--- src/ddpds_pkg.sv ---
package ddpds_pkg;

    localparam int unsigned DIV_BASE   = 100;
    localparam int unsigned REM_W      = $clog2(DIV_BASE);
    localparam int unsigned GAIN_W     = 10;
    localparam int unsigned LIMIT_W    = 15;
    localparam int unsigned DRIVE_W    = 16;
    localparam int unsigned TICK_W     = 17;
    localparam int unsigned CFG_IDX_W  = 3;
    localparam int unsigned CFG_DATA_W = 15;
    localparam int unsigned OUT_W      = ((2 * DRIVE_W + TICK_W + 7) / 8) * 8;
    localparam int unsigned PIPE_DEPTH = 5;

    localparam logic [GAIN_W-1:0]  GAIN_P_STRAIGHT_RST = 10'd40;
    localparam logic [GAIN_W-1:0]  GAIN_D_STRAIGHT_RST = 10'd40;
    localparam logic [GAIN_W-1:0]  GAIN_P_TURN_RST     = 10'd150;
    localparam logic [GAIN_W-1:0]  GAIN_D_TURN_RST     = 10'd15;
    localparam logic [LIMIT_W-1:0] DRIVE_LIMIT_RST     = 15'd400;

    localparam logic       KIND_START = 1'b0;
    localparam logic [1:0] DIR_RIGHT  = 2'b01;
    localparam logic [1:0] DIR_LEFT   = 2'b11;

    typedef enum logic [CFG_IDX_W-1:0] {
        CFG_GAIN_P_STRAIGHT = 3'd0,
        CFG_GAIN_D_STRAIGHT = 3'd1,
        CFG_GAIN_P_TURN     = 3'd2,
        CFG_GAIN_D_TURN     = 3'd3,
        CFG_DRIVE_LIMIT     = 3'd4
    } t_cfg_idx;

    // What travels beside the arithmetic from stage to stage.
    typedef struct packed {
        logic                      kind;
        logic                      turn;
        logic                      dir_pos;
        logic signed [DRIVE_W-1:0] start_right;
        logic signed [DRIVE_W-1:0] start_left;
    } t_item;

endpackage

--- src/ddpds_err.sv ---
module ddpds_err #(
    parameter int COUNT_WIDTH = 16,
    localparam int ERR_W = COUNT_WIDTH + 1,
    localparam int RATE_W = COUNT_WIDTH + 2
) (
    input  logic                     i_clk,
    input  logic                     i_rst_n,
    input  logic                     i_en,
    input  logic                     i_kind,
    input  logic [COUNT_WIDTH-1:0]   i_right_count,
    input  logic [COUNT_WIDTH-1:0]   i_left_count,
    output logic signed [ERR_W-1:0]  o_err,
    output logic signed [RATE_W-1:0] o_rate
);
    import ddpds_pkg::*;

    logic [COUNT_WIDTH-1:0]   r_prev_right, r_prev_left, n_prev_right, n_prev_left;
    logic signed [ERR_W-1:0]  r_prev_err, n_prev_err;
    logic [COUNT_WIDTH-1:0]   w_dr, w_dl;
    logic signed [ERR_W-1:0]  r_err, n_err;
    logic signed [RATE_W-1:0] r_rate, n_rate;

    always_comb begin
        // Deltas wrap with the counter width, so each is a plain unsigned difference.
        w_dr = i_right_count - r_prev_right;
        w_dl = i_left_count - r_prev_left;
        if (i_kind == KIND_START) begin
            n_err        = '0;
            n_rate       = '0;
            n_prev_right = '0;
            n_prev_left  = '0;
            n_prev_err   = '0;
        end else begin
            n_err        = signed'({1'b0, w_dl}) - signed'({1'b0, w_dr});
            n_rate       = RATE_W'(n_err) - RATE_W'(r_prev_err);
            n_prev_right = i_right_count;
            n_prev_left  = i_left_count;
            n_prev_err   = n_err;
        end
    end

    always_ff @(posedge i_clk) begin
        if (!i_rst_n) begin
            r_prev_right <= '0;
            r_prev_left  <= '0;
            r_prev_err   <= '0;
        end else if (i_en) begin
            r_prev_right <= n_prev_right;
            r_prev_left  <= n_prev_left;
            r_prev_err   <= n_prev_err;
        end
    end

    always_ff @(posedge i_clk) begin
        if (i_en) begin
            r_err  <= n_err;
            r_rate <= n_rate;
        end
    end

    assign o_err  = r_err;
    assign o_rate = r_rate;

endmodule

--- src/ddpds_cdiv.sv ---
module ddpds_cdiv #(
    parameter int SUM_W = 30
) (
    input  logic                    i_clk,
    input  logic                    i_en_a,
    input  logic                    i_en_b,
    input  logic signed [SUM_W-1:0] i_sum,
    output logic signed [SUM_W-1:0] o_adj
);
    import ddpds_pkg::*;

    // The magnitude is split in two halves. The upper half is divided first and its
    // remainder, placed above the lower half, is divided in the second step.
    localparam int H    = SUM_W / 2;
    localparam int HI_W = SUM_W - H;
    localparam int LO_W = H + REM_W;
    localparam int QA_W = HI_W + 1 - REM_W;
    localparam int S1   = HI_W + REM_W;
    localparam int S2   = LO_W + REM_W;
    localparam int PW1  = 2 * HI_W + 1;
    localparam int PW2  = 2 * LO_W + 1;
    localparam logic [63:0] M1_FULL = ((64'd1 << S1) + 64'(DIV_BASE - 1)) / 64'(DIV_BASE);
    localparam logic [63:0] M2_FULL = ((64'd1 << S2) + 64'(DIV_BASE - 1)) / 64'(DIV_BASE);
    localparam logic [HI_W:0] M1 = M1_FULL[HI_W:0];
    localparam logic [LO_W:0] M2 = M2_FULL[LO_W:0];

    logic                    w_neg;
    logic [SUM_W-1:0]        w_mag;
    logic [HI_W-1:0]         w_hi;
    logic [H-1:0]            w_lo;
    logic [PW1-1:0]          w_prod1;
    logic [QA_W-1:0]         w_qa;
    logic                    r_neg;
    logic [QA_W-1:0]         r_qa;
    logic [HI_W-1:0]         r_hi;
    logic [H-1:0]            r_lo;
    logic [HI_W-1:0]         w_rem_full;
    logic [LO_W-1:0]         w_y;
    logic [PW2-1:0]          w_prod2;
    logic [H:0]              w_q2;
    logic [QA_W+H-1:0]       w_q;
    logic signed [SUM_W-1:0] w_qs, n_adj, r_adj;

    assign w_neg   = i_sum[SUM_W-1];
    assign w_mag   = w_neg ? SUM_W'(-i_sum) : SUM_W'(i_sum);
    assign w_hi    = w_mag[SUM_W-1:H];
    assign w_lo    = w_mag[H-1:0];
    assign w_prod1 = PW1'(w_hi) * PW1'(M1);
    assign w_qa    = w_prod1[PW1-1:S1];

    always_ff @(posedge i_clk) begin
        if (i_en_a) begin
            r_neg <= w_neg;
            r_qa  <= w_qa;
            r_hi  <= w_hi;
            r_lo  <= w_lo;
        end
    end

    assign w_rem_full = r_hi - HI_W'(r_qa) * HI_W'(DIV_BASE);
    assign w_y        = {w_rem_full[REM_W-1:0], r_lo};
    assign w_prod2    = PW2'(w_y) * PW2'(M2);
    assign w_q2       = w_prod2[PW2-1:S2];
    assign w_q        = {r_qa, w_q2[H-1:0]};
    assign w_qs       = signed'(SUM_W'(w_q));
    // Truncation toward zero: divide the magnitude, then restore the sign.
    assign n_adj      = r_neg ? -w_qs : w_qs;

    always_ff @(posedge i_clk) begin
        if (i_en_b) begin
            r_adj <= n_adj;
        end
    end

    assign o_adj = r_adj;

endmodule

--- src/ddpds_drive.sv ---
module ddpds_drive #(
    parameter int SUM_W = 30,
    parameter int ERR_W = 17
) (
    input  logic                                       i_clk,
    input  logic                                       i_rst_n,
    input  logic                                       i_en,
    input  ddpds_pkg::t_item                           i_item,
    input  logic signed [SUM_W-1:0]                    i_adj,
    input  logic signed [ERR_W-1:0]                    i_err,
    input  logic [ddpds_pkg::LIMIT_W-1:0]              i_limit,
    output logic signed [ddpds_pkg::DRIVE_W-1:0]       o_right_drive,
    output logic signed [ddpds_pkg::DRIVE_W-1:0]       o_left_drive,
    output logic [ddpds_pkg::TICK_W-1:0]               o_tick_error
);
    import ddpds_pkg::*;

    localparam int W = SUM_W + 2;
    localparam logic signed [W-1:0] DMAX = W'(signed'({1'b0, {(DRIVE_W-1){1'b1}}}));
    localparam logic signed [W-1:0] DMIN = W'(signed'({1'b1, {(DRIVE_W-1){1'b0}}}));

    function automatic logic signed [DRIVE_W-1:0] sat_drive(input logic signed [W-1:0] v);
        logic signed [W-1:0] t;
        t = v;
        if (t > DMAX) begin
            t = DMAX;
        end else if (t < DMIN) begin
            t = DMIN;
        end
        return t[DRIVE_W-1:0];
    endfunction

    logic signed [DRIVE_W-1:0]     r_right, r_left, n_right, n_left;
    logic [TICK_W-1:0]             r_tick;
    logic signed [W-1:0]           w_adj, w_r, w_l, w_lim, w_step, w_nr, w_nl;
    logic [ERR_W+TICK_W-1:0]       w_err_ext;

    always_comb begin
        w_adj  = W'(i_adj);
        w_r    = W'(r_right);
        w_l    = W'(r_left);
        w_lim  = W'(signed'({1'b0, i_limit}));
        w_step = i_item.dir_pos ? -w_adj : w_adj;
        if (i_item.turn) begin
            // Both wheels move the same way, against the sign of the direction.
            w_nr = w_r + w_step;
            w_nl = w_l + w_step;
        end else begin
            w_nr = w_r + w_adj;
            w_nl = w_l - w_adj;
            if (w_nr > w_lim) begin
                w_nr = w_lim;
            end
            if (w_nl > w_lim) begin
                w_nl = w_lim;
            end
        end
        if (i_item.kind == KIND_START) begin
            n_right = i_item.start_right;
            n_left  = i_item.start_left;
        end else begin
            n_right = sat_drive(w_nr);
            n_left  = sat_drive(w_nl);
        end
    end

    assign w_err_ext = {{TICK_W{i_err[ERR_W-1]}}, i_err};

    always_ff @(posedge i_clk) begin
        if (!i_rst_n) begin
            r_right <= '0;
            r_left  <= '0;
        end else if (i_en) begin
            r_right <= n_right;
            r_left  <= n_left;
        end
    end

    always_ff @(posedge i_clk) begin
        if (i_en) begin
            r_tick <= w_err_ext[TICK_W-1:0];
        end
    end

    assign o_right_drive = r_right;
    assign o_left_drive  = r_left;
    assign o_tick_error  = r_tick;

endmodule

--- src/differential_drive_pd_sync.sv ---
// Wheel speed synchronizer for a two-wheel differential drive (PD loop).
// Input stream: one beat per command. tuser = 0 is a start beat that loads both
// drives from tdata and clears the stored encoder counts and the last error;
// tuser = 1 is a control sample carrying both encoder counts and the direction.
// Output stream: exactly one beat per input beat, in order, carrying the new right
// and left drives and the tick error of that sample (zero for a start beat).
// Configuration: a write channel (index, data) that is always ready; gains and the
// drive limit should only be changed while no beats are in flight.
// A beat's result shows on m_axis once every stage has registered it.
// Throughput: one beat per cycle while m_axis_tready does not hold the output.
// The five-stage pipeline (error, gain multiply, two halves of the divide by 100,
// drive update) closes its state loops on the stored counts and last error in
// the first stage and on the drive registers in the last, a single add, clamp
// and saturate. Reset: drives, stored counts and last error go to zero, the
// gains and limit go to their defaults and the pipeline empties.
// Stall: when m_axis_tready is low the stages keep filling behind the held result,
// and s_axis_tready falls only once all five stages hold a beat.
module differential_drive_pd_sync #(
    parameter int COUNT_WIDTH = 16,
    localparam int IN_W = ((2 * COUNT_WIDTH + 2 + 2 * ddpds_pkg::DRIVE_W + 7) / 8) * 8
) (
    input  logic                                i_clk,
    input  logic                                i_rst_n,
    input  logic                                s_axis_tvalid,
    output logic                                s_axis_tready,
    // direction, right_count, left_count, start_right, start_left, zero fill
    input  logic [IN_W-1:0]                     s_axis_tdata,
    // kind
    input  logic                                s_axis_tuser,
    output logic                                m_axis_tvalid,
    input  logic                                m_axis_tready,
    // right_drive, left_drive, tick_error, zero fill
    output logic [ddpds_pkg::OUT_W-1:0]         m_axis_tdata,
    input  logic                                i_cfg_valid,
    output logic                                o_cfg_ready,
    input  logic [ddpds_pkg::CFG_IDX_W-1:0]     i_cfg_index,
    input  logic [ddpds_pkg::CFG_DATA_W-1:0]    i_cfg_data
);
    import ddpds_pkg::*;

    localparam int ERR_W  = COUNT_WIDTH + 1;
    localparam int RATE_W = COUNT_WIDTH + 2;
    localparam int SUM_W  = COUNT_WIDTH + 14;
    localparam int RC_LSB = 2;
    localparam int LC_LSB = RC_LSB + COUNT_WIDTH;
    localparam int SR_LSB = LC_LSB + COUNT_WIDTH;
    localparam int SL_LSB = SR_LSB + DRIVE_W;
    localparam int PAD_W  = OUT_W - 2 * DRIVE_W - TICK_W;

    // Configuration registers. The port never pushes back.
    logic [GAIN_W-1:0]  r_gp_str, r_gd_str, r_gp_turn, r_gd_turn;
    logic [LIMIT_W-1:0] r_limit;

    assign o_cfg_ready = 1'b1;

    always_ff @(posedge i_clk) begin
        if (!i_rst_n) begin
            r_gp_str  <= GAIN_P_STRAIGHT_RST;
            r_gd_str  <= GAIN_D_STRAIGHT_RST;
            r_gp_turn <= GAIN_P_TURN_RST;
            r_gd_turn <= GAIN_D_TURN_RST;
            r_limit   <= DRIVE_LIMIT_RST;
        end else if (i_cfg_valid) begin
            case (t_cfg_idx'(i_cfg_index))
                CFG_GAIN_P_STRAIGHT: r_gp_str  <= i_cfg_data[GAIN_W-1:0];
                CFG_GAIN_D_STRAIGHT: r_gd_str  <= i_cfg_data[GAIN_W-1:0];
                CFG_GAIN_P_TURN:     r_gp_turn <= i_cfg_data[GAIN_W-1:0];
                CFG_GAIN_D_TURN:     r_gd_turn <= i_cfg_data[GAIN_W-1:0];
                CFG_DRIVE_LIMIT:     r_limit   <= i_cfg_data[LIMIT_W-1:0];
                default: ;
            endcase
        end
    end

    // Pipeline flow control. A stage takes a new beat when it is empty or when the
    // stage after it moves on at the same edge.
    logic [PIPE_DEPTH-1:0] r_vld, w_adv, w_vin, w_load;

    always_comb begin
        w_vin = {r_vld[PIPE_DEPTH-2:0], s_axis_tvalid};
        w_adv[PIPE_DEPTH-1] = !r_vld[PIPE_DEPTH-1] || m_axis_tready;
        for (int i = PIPE_DEPTH - 2; i >= 0; i--) begin
            w_adv[i] = !r_vld[i] || w_adv[i+1];
        end
        w_load = w_adv & w_vin;
    end

    always_ff @(posedge i_clk) begin
        if (!i_rst_n) begin
            r_vld <= '0;
        end else begin
            r_vld <= (r_vld & ~w_adv) | (w_vin & w_adv);
        end
    end

    assign s_axis_tready = w_adv[0];
    assign m_axis_tvalid = r_vld[PIPE_DEPTH-1];

    // Side information of each beat, one entry per stage ahead of the last.
    t_item n_item;
    t_item r_item [PIPE_DEPTH-1];

    always_comb begin
        n_item.kind        = s_axis_tuser;
        n_item.turn        = (s_axis_tdata[1:0] == DIR_RIGHT) || (s_axis_tdata[1:0] == DIR_LEFT);
        n_item.dir_pos     = (s_axis_tdata[1:0] == DIR_RIGHT);
        n_item.start_right = s_axis_tdata[SR_LSB +: DRIVE_W];
        n_item.start_left  = s_axis_tdata[SL_LSB +: DRIVE_W];
    end

    always_ff @(posedge i_clk) begin
        if (w_load[0]) begin
            r_item[0] <= n_item;
        end
        for (int i = 1; i < PIPE_DEPTH - 1; i++) begin
            if (w_load[i]) begin
                r_item[i] <= r_item[i-1];
            end
        end
    end

    // Stage 1: tick deltas, error and error change.
    logic signed [ERR_W-1:0]  w_err1;
    logic signed [RATE_W-1:0] w_rate1;

    ddpds_err #(
        .COUNT_WIDTH(COUNT_WIDTH)
    ) u_err (
        .i_clk         (i_clk),
        .i_rst_n       (i_rst_n),
        .i_en          (w_load[0]),
        .i_kind        (s_axis_tuser),
        .i_right_count (s_axis_tdata[RC_LSB +: COUNT_WIDTH]),
        .i_left_count  (s_axis_tdata[LC_LSB +: COUNT_WIDTH]),
        .o_err         (w_err1),
        .o_rate        (w_rate1)
    );

    // Stage 2: the two gain products, gains picked by the mode of the beat.
    logic signed [GAIN_W:0]   w_kp, w_kd;
    logic signed [SUM_W-1:0]  r_p, r_d, w_sum;
    logic signed [ERR_W-1:0]  r_err2, r_err3, r_err4;

    assign w_kp = signed'({1'b0, r_item[0].turn ? r_gp_turn : r_gp_str});
    assign w_kd = signed'({1'b0, r_item[0].turn ? r_gd_turn : r_gd_str});

    always_ff @(posedge i_clk) begin
        if (w_load[1]) begin
            r_p    <= SUM_W'(w_kp) * SUM_W'(w_err1);
            r_d    <= SUM_W'(w_kd) * SUM_W'(w_rate1);
            r_err2 <= w_err1;
        end
        if (w_load[2]) begin
            r_err3 <= r_err2;
        end
        if (w_load[3]) begin
            r_err4 <= r_err3;
        end
    end

    // Stages 3 and 4: sum of the products divided by 100, rounded toward zero.
    logic signed [SUM_W-1:0] w_adj;

    assign w_sum = r_p + r_d;

    ddpds_cdiv #(
        .SUM_W(SUM_W)
    ) u_cdiv (
        .i_clk  (i_clk),
        .i_en_a (w_load[2]),
        .i_en_b (w_load[3]),
        .i_sum  (w_sum),
        .o_adj  (w_adj)
    );

    // Stage 5: drive update; its registers are also the output register.
    logic signed [DRIVE_W-1:0] w_right, w_left;
    logic [TICK_W-1:0]         w_tick;

    ddpds_drive #(
        .SUM_W(SUM_W),
        .ERR_W(ERR_W)
    ) u_drive (
        .i_clk         (i_clk),
        .i_rst_n       (i_rst_n),
        .i_en          (w_load[PIPE_DEPTH-1]),
        .i_item        (r_item[PIPE_DEPTH-2]),
        .i_adj         (w_adj),
        .i_err         (r_err4),
        .i_limit       (r_limit),
        .o_right_drive (w_right),
        .o_left_drive  (w_left),
        .o_tick_error  (w_tick)
    );

    assign m_axis_tdata = {{PAD_W{1'b0}}, w_tick, w_left, w_right};

endmodule

--- config.mk ---
export PLATFORM = sky130hd
export DESIGN_NAME = differential_drive_pd_sync
export DESIGN_NICKNAME = d
export VERILOG_FILES = /design/src/ddpds_pkg.sv /design/src/ddpds_err.sv /design/src/ddpds_cdiv.sv /design/src/ddpds_drive.sv /design/src/differential_drive_pd_sync.sv
export SDC_FILE = /design/constraint.sdc
export NUM_CORES = 2
export LEC_CHECK = 0
export ABC_AREA = 0
export ABC_CLOCK_PERIOD_IN_PS = 9000
export BUFFER_PORTS_ARGS = -buffer_cell sky130_fd_sc_hd__buf_2
export CAP_MARGIN = 0
export CORE_AREA = 2 2 282 340
export CTS_BUF_LIST = sky130_fd_sc_hd__clkbuf_8
export DETAILED_ROUTE_END_ITERATION = 10
export DIE_AREA = 0 0 284 342
export PLACE_DENSITY = 0.9
export SETUP_SLACK_MARGIN = 0.3
export SYNTH_ARGS = -nofsm -noshare
export SYNTH_HDL_FRONTEND = slang
export SYNTH_SLANG_ARGS = --single-unit
export TNS_END_PERCENT = 50
--- constraint.sdc ---
create_clock -name i_clk -period 9 [get_ports i_clk]
set_input_delay 0.45 -clock i_clk [delete_from_list [all_inputs] [get_ports i_clk]]
set_output_delay 0.45 -clock i_clk [all_outputs]
set_load 0.01 [all_outputs]
# After elaboration in Yosys (flattened, before gate mapping)

Memory sizes are Yosys's and may differ from the RTL's.
Index checks and enable logic that the tools add are counted.

Bits in registers: 366
Memory bits (writable): 140
Input port bits: 96
Output and inout port bits: 59
Word-level logic and storage cells: 103
Memories kept: 1

$add $sub $neg: 13
$mul: 5
$lt $le $gt $ge: 6
Eq/ne operators: 6
Muxes and demuxes: 26
Bitwise gates (word level): 4
Reductions and logical operators: 17

Memories:

| memory | depth | width | rd ports | clocked after memory_dff | write ports | RTL line                          | text |
|---|---|---|---|---|---|---|---|
| r_item | 4     | 35    | 4        | 0                        | 4           | differential_drive_pd_sync.sv:101 | `t_item r_item [PIPE_DEPTH-1];` |

Operators by type and width:

| cell                     | count |
|---|---|
| $mux W32                 | 5 |
| $mux W16                 | 8 |
| $add A16 B32 Y32         | 2 |
| $gt A32 B16 Y1           | 2 |
| $gt A32 B16 Y1 const B   | 2 |
| $lt A32 B16 Y1 const B   | 2 |
| $mul A22 B22 Y43 const B | 1 |
| $neg A30 Y32             | 1 |
| $sub A16 B16 Y16         | 2 |
| $add A16 B30 Y31         | 1 |
| $sub A16 B30 Y31         | 1 |
| $add A30 B30 Y30         | 1 |
| $mux W30                 | 1 |
| $neg A24 Y30             | 1 |
| $neg A30 Y30             | 1 |
| $mul A11 B18 Y29         | 1 |
| $mul A11 B17 Y28         | 1 |
| $mul A15 B13 Y28 const B | 1 |
| $mux W24                 | 1 |
| $mux W10                 | 2 |
| $sub A17 B17 Y18         | 1 |
| $mux W17                 | 1 |
| $sub A16 B16 Y17         | 1 |
| $and A5 B5 Y5            | 2 |
| 14 further kinds         | 35 |

# Depth between registers and ports, before layout

Word-level depth: 9
Gate-level depth with buffers: 38
Depth with buffers taken out: 37

# By module

Synthesis repeated with hierarchy kept, for this count alone.

Cells, all modules: 6157
Area total of the unflattened synthesis: 58132.0 sq um

Modules (own cells, without submodules):

| module                     | instances | cells each | area an instance (sq um) |
|---|---|---|---|
| differential_drive_pd_sync | 1         | 2301       | 24598.6 |
| ddpds_cdiv                 | 1         | 1539       | 15761.4 |
| ddpds_drive                | 1         | 1587       | 11547.3 |
| ddpds_err                  | 1         | 730        | 6224.7 |

# Worst setup path after synthesis

OpenSTA, ideal clock, no wires.

Path kind: input -> register
Start: in m_axis_tready
End: reg r_d[0] (enable)
Arrival: 8.633 ns
Slack: -0.377 ns
Stages: 3
Path through: nor2b_1 -> and3_1 -> a21boi_0

Cells in the longest elaborated chain, start to end: 5

RTL lines:

| what                            | RTL line                          | text |
|---|---|---|
| start: declaration              | differential_drive_pd_sync.sv:31  | `input logic m_axis_tready,` |
| $logic_or A1 B1 Y1              | differential_drive_pd_sync.sv:81  | `w_adv[PIPE_DEPTH-1] = !r_vld[PIPE_DEPTH-1] \|\| m_axis_tready;` |
| $logic_or A1 B1 Y1 (3 in a row) | differential_drive_pd_sync.sv:83  | `w_adv[i] = !r_vld[i] \|\| w_adv[i+1];` |
| $and A5 B5 Y5                   | differential_drive_pd_sync.sv:85  | `w_load = w_adv & w_vin;` |
| via w_load[1]                   | differential_drive_pd_sync.sv:77  | `logic [PIPE_DEPTH-1:0] r_vld, w_adv, w_vin, w_load;` |
| end signal: assignment          | differential_drive_pd_sync.sv:150 | `r_d <= SUM_W'(w_kd) * SUM_W'(w_rate1);` |
| end: declaration                | differential_drive_pd_sync.sv:141 | `logic signed [SUM_W-1:0] r_p, r_d, w_sum;` |

The timed path passes the listed nets, and every way through them passes these cells.
A chain may end at the register's enable or synchronous reset.

# Worst setup path in the final report

Start: reg r_p[1]
End: reg u_cdiv.r_qa[7], data pin

Cells in the longest elaborated chain, start to end: 4

RTL lines:

| what                     | RTL line                          | text |
|---|---|---|
| start: declaration       | differential_drive_pd_sync.sv:141 |  |
| start signal: assignment | differential_drive_pd_sync.sv:149 | `r_p <= SUM_W'(w_kp) * SUM_W'(w_err1);` |
| $add A30 B30 Y30 (*)     | differential_drive_pd_sync.sv:164 | `assign w_sum = r_p + r_d;` |
| $neg A30 Y30             | ddpds_cdiv.sv:45                  | `assign w_mag = w_neg ? SUM_W'(-i_sum) : SUM_W'(i_sum);` |
| $mux W30 (*)             | ddpds_cdiv.sv:45                  |  |
| $mul A15 B13 Y28 (*)     | ddpds_cdiv.sv:48                  | `assign w_prod1 = PW1'(w_hi) * PW1'(M1);` |
| via u_cdiv.w_prod1[29]   | ddpds_cdiv.sv:31                  | `logic [PW1-1:0] w_prod1;` |
| end signal: assignment   | ddpds_cdiv.sv:54                  | `r_qa <= w_qa;` |
| end: declaration         | ddpds_cdiv.sv:34                  | `logic [QA_W-1:0] r_qa;` |

The timed path passes the listed nets; every way through them passes the cells marked *.

==> run metrics <==
Slew Limit Fails=0; IO buf count=140; worst path required time=approximately 9.4 ns; Max Cap Violations=0; Post-synth EDFFs=roughly 360; multi-input logic area=approximately 0.039 mm^2; Critical Path End Type=flop; Clock Skew=0.0715 ns; worst hold slack=around 0.035 ns; RePlAce Congestion=1.02; HP Class=in -> reg; Initial Util=59.2%; crit path kind=reg -> reg; Die X=about 280 um; Vias/cell=6.19; ANT nets after route=0; overall routing resource usage=32.8%; area grow syn2layout=9.34%; DR vias=between 40000 and 50000; final net count=around 7400; RSZ-0062 raised after global routing=true; I/O Pins=between 150 and 200; slew margin rel.=16.5%; root buf cell=clkbuf_8; #FFs+latches synth=approximately 500; largest net degree at the start of global routing=slightly above 80; critical path's slowest cell=fa_1; Worst Tran Pin Value=around 1.2 ns; final setup fails=0; Rows=roughly 120; register area share after synthesis=about a quarter; H-tree Lvls=3; most used cell, CP=fa_1; FFs w/ async S/R, synth=0%; type of origin of the critical path=flop; Yosys cell types=~110; fin crit share=~100%; Max Clock Freq=about 110 MHz; first-pass GRT wire length=around 250 mm; initial drt markers=approximately 4400; Clk pin slew, worst setup/hold paths=approximately 0.060 ns; CP Max Fanout=5; Tmin final=~9 ns; Max Buffers Root-to-Sink=3; register area=~0.014 mm^2; ys flop type=edfxtp_1; die area=between 0.09 and 0.1 mm^2; status=completed; TritonCTS clock tree=done; YS warnings=0; total wire length=roughly 160 mm; share of cells above drive strength 1=8.59%; DR pass1 iterations=9; Fill cells=around 6800; worst path arrival time=between 9 and 10 ns; Mapped Area=between 0.05 and 0.06 mm^2; per-cell routed wire length=about 22 um; final hold vios=0; GR Overflow Total=0; CTS sink cnt=503; DP HPWL=between 100 and 150 mm; Post-Synthesis Cells=around 5800; Critical Path Max Stage Delay=0.55 ns; worst skew pair latency=around 0.75 ns; Mapped Avg Cell Area=9.64 um^2; CTS buffer count=83; antenna violations before repair=16; Die H=342 um; vias in the first global route=around 47000; Core ar.=0.0943 mm^2; DRC Markers=0
-- cells in the final DEF, fill, tap and decap left out, drive strengths merged, types with 40 or more instances in the layout --
master | synthesis | routed
nand2b | 58 | 58
xnor2 | 226 | 226
o21ai | 206 | 206
fa | 561 | 561
nand3 | 134 | 134
o211ai | 45 | 45
or3 | 47 | 47
nand2 | 509 | 509
buf | 54 | 244
clkbuf | 114 | 87
xor2 | 104 | 104
inv | 852 | 883
o21a | 40 | 40
ha | 712 | 712
a21o | 126 | 126
dlygate4sd3 | 0 | 64
edfxtp | 362 | 362
nor2b | 195 | 195
and2 | 84 | 84
nor2 | 278 | 278
nor3 | 73 | 73
dfxtp | 141 | 141
a21oi | 323 | 323
-- kinds of logic (layout without fill, tap and decap cells) --
group,after synthesis,count (layout),synth area share (%)
AO/OA/AOI/OAI,1067,1067,12.5
multiplexers,56,56,1.05
flip-flops,503,503,24.5
buffers and inverters,1022,1315,7.14
adder cells (fa/ha/maj),1274,1274,36.1
AND/OR/NAND/NOR,1539,1539,13.5
XOR/XNOR,330,330,5.21
other,2,20,0.0134
-- through the flow --
stage	std cells	setup WS (ns)	util, %	area [um^2]	setup TNS, ns
detailed placement	7103	-0.202	61.4	58000	-0.437
global placement	7103	-0.0687	61.4	58000	-0.0955
global route	7357	-0.297	64.7	61100	-1.25
finish	7364	0.0182	64.7	61100	0
floorplan	5799	0.0613	-	55900	0
CTS	7338	0.306	64.3	60600	0
-- final timing paths --
check,start,to,slack (ns),cells past startpoint
hold reg to reg,r_err4[15],u_drive.o_tick_error[15],0.40,0
hold / removal,i_cfg_data[1],r_limit[1],0.04,3
setup reg to reg,r_p[1],u_cdiv.r_qa[7],0.02,34
setup / recovery,r_p[1],u_cdiv.r_qa[7],0.02,34
-- state kept, by name, summed over array words and instances, names as in the netlist, 18 cells and up, named ones only --
register and cells:
u_cdiv.o_adj 30, r_d 29, r_p 28, r_item 140, u_err.o_rate 18
-- per-layer routing --
layer / share of wire (%) / vias to the layer above / GRT usage, %
li1: - / 20100 / -
met1: 34 / 21900 / 35.9
met2: 48 / 2628 / 55.7
met3: 8.7 / 926 / 6.98
met4: 9.5 / 10 / 25.8
met5: 0.045 / - / 0
-- worst max-delay path, delay by kind of cell, from the launching register on --
kind / cells / cell delay (ns)
AND/OR/NAND/NOR: 11 / 2.65
flip-flops: 1 / 0.43
AO/OA/AOI/OAI: 11 / 2.33
adder cells (fa/ha/maj): 7 / 2.78
XOR/XNOR: 1 / 0.17
buffers and inverters: 4 / 0.34
-- final cells by class --
| type | count | area share [%] |
|---|---|---|
| tap | 1260 | 2.58 |
| clock buffer | 87 | 1.96 |
| inverter | 853 | 5.26 |
| timing repair buffer | 308 | 3.49 |
| antenna | 12 | 0.0492 |
| clock inverter | 67 | 0.928 |
| sequential | 503 | 22.4 |
| multi-input combinational | 4274 | 63.3 |
-- synth_stat cells (17+ instances only) --
master / instances / area (um^2)
nand3_1: 134 / 671
fa_1: 561 / 11200
nand2b_1: 57 / 357
inv_1: 851 / 3190
a21boi_0: 29 / 218
ha_1: 712 / 8910
o21bai_1: 24 / 180
nor2_1: 276 / 1040
and3_1: 34 / 213
nor4_1: 25 / 156
o21a_1: 40 / 300
edfxtp_1: 362 / 10900
dfxtp_1: 141 / 2820
nand4_1: 33 / 206
or3_1: 43 / 269
o31ai_1: 35 / 263
nor2b_1: 195 / 1220
buf_1: 40 / 150
xnor2_1: 226 / 1980
nor3_1: 73 / 365
or2_2: 17 / 106
clkbuf_1: 107 / 402
a21o_1: 126 / 946
mux2i_1: 39 / 390
nand2_1: 509 / 1910
o21ai_0: 201 / 1010
a211oi_1: 35 / 263
a21oi_1: 323 / 1620
xor2_1: 103 / 902
and2_1: 83 / 519
a31oi_1: 27 / 169
o211ai_1: 45 / 338
-- what timing repair did --
item                                   4_1_cts  5_1_grt
setup endpoints to repair                   16       25
hold buffers                                64        0
pin swaps                                   26       31
resized for setup                           29       62
setup buffers                               17       14
endpoints found under the hold margin       67        0
Power is not shown: default switching activity piles up to over one toggle a cycle in this logic, so the estimate is an artifact.
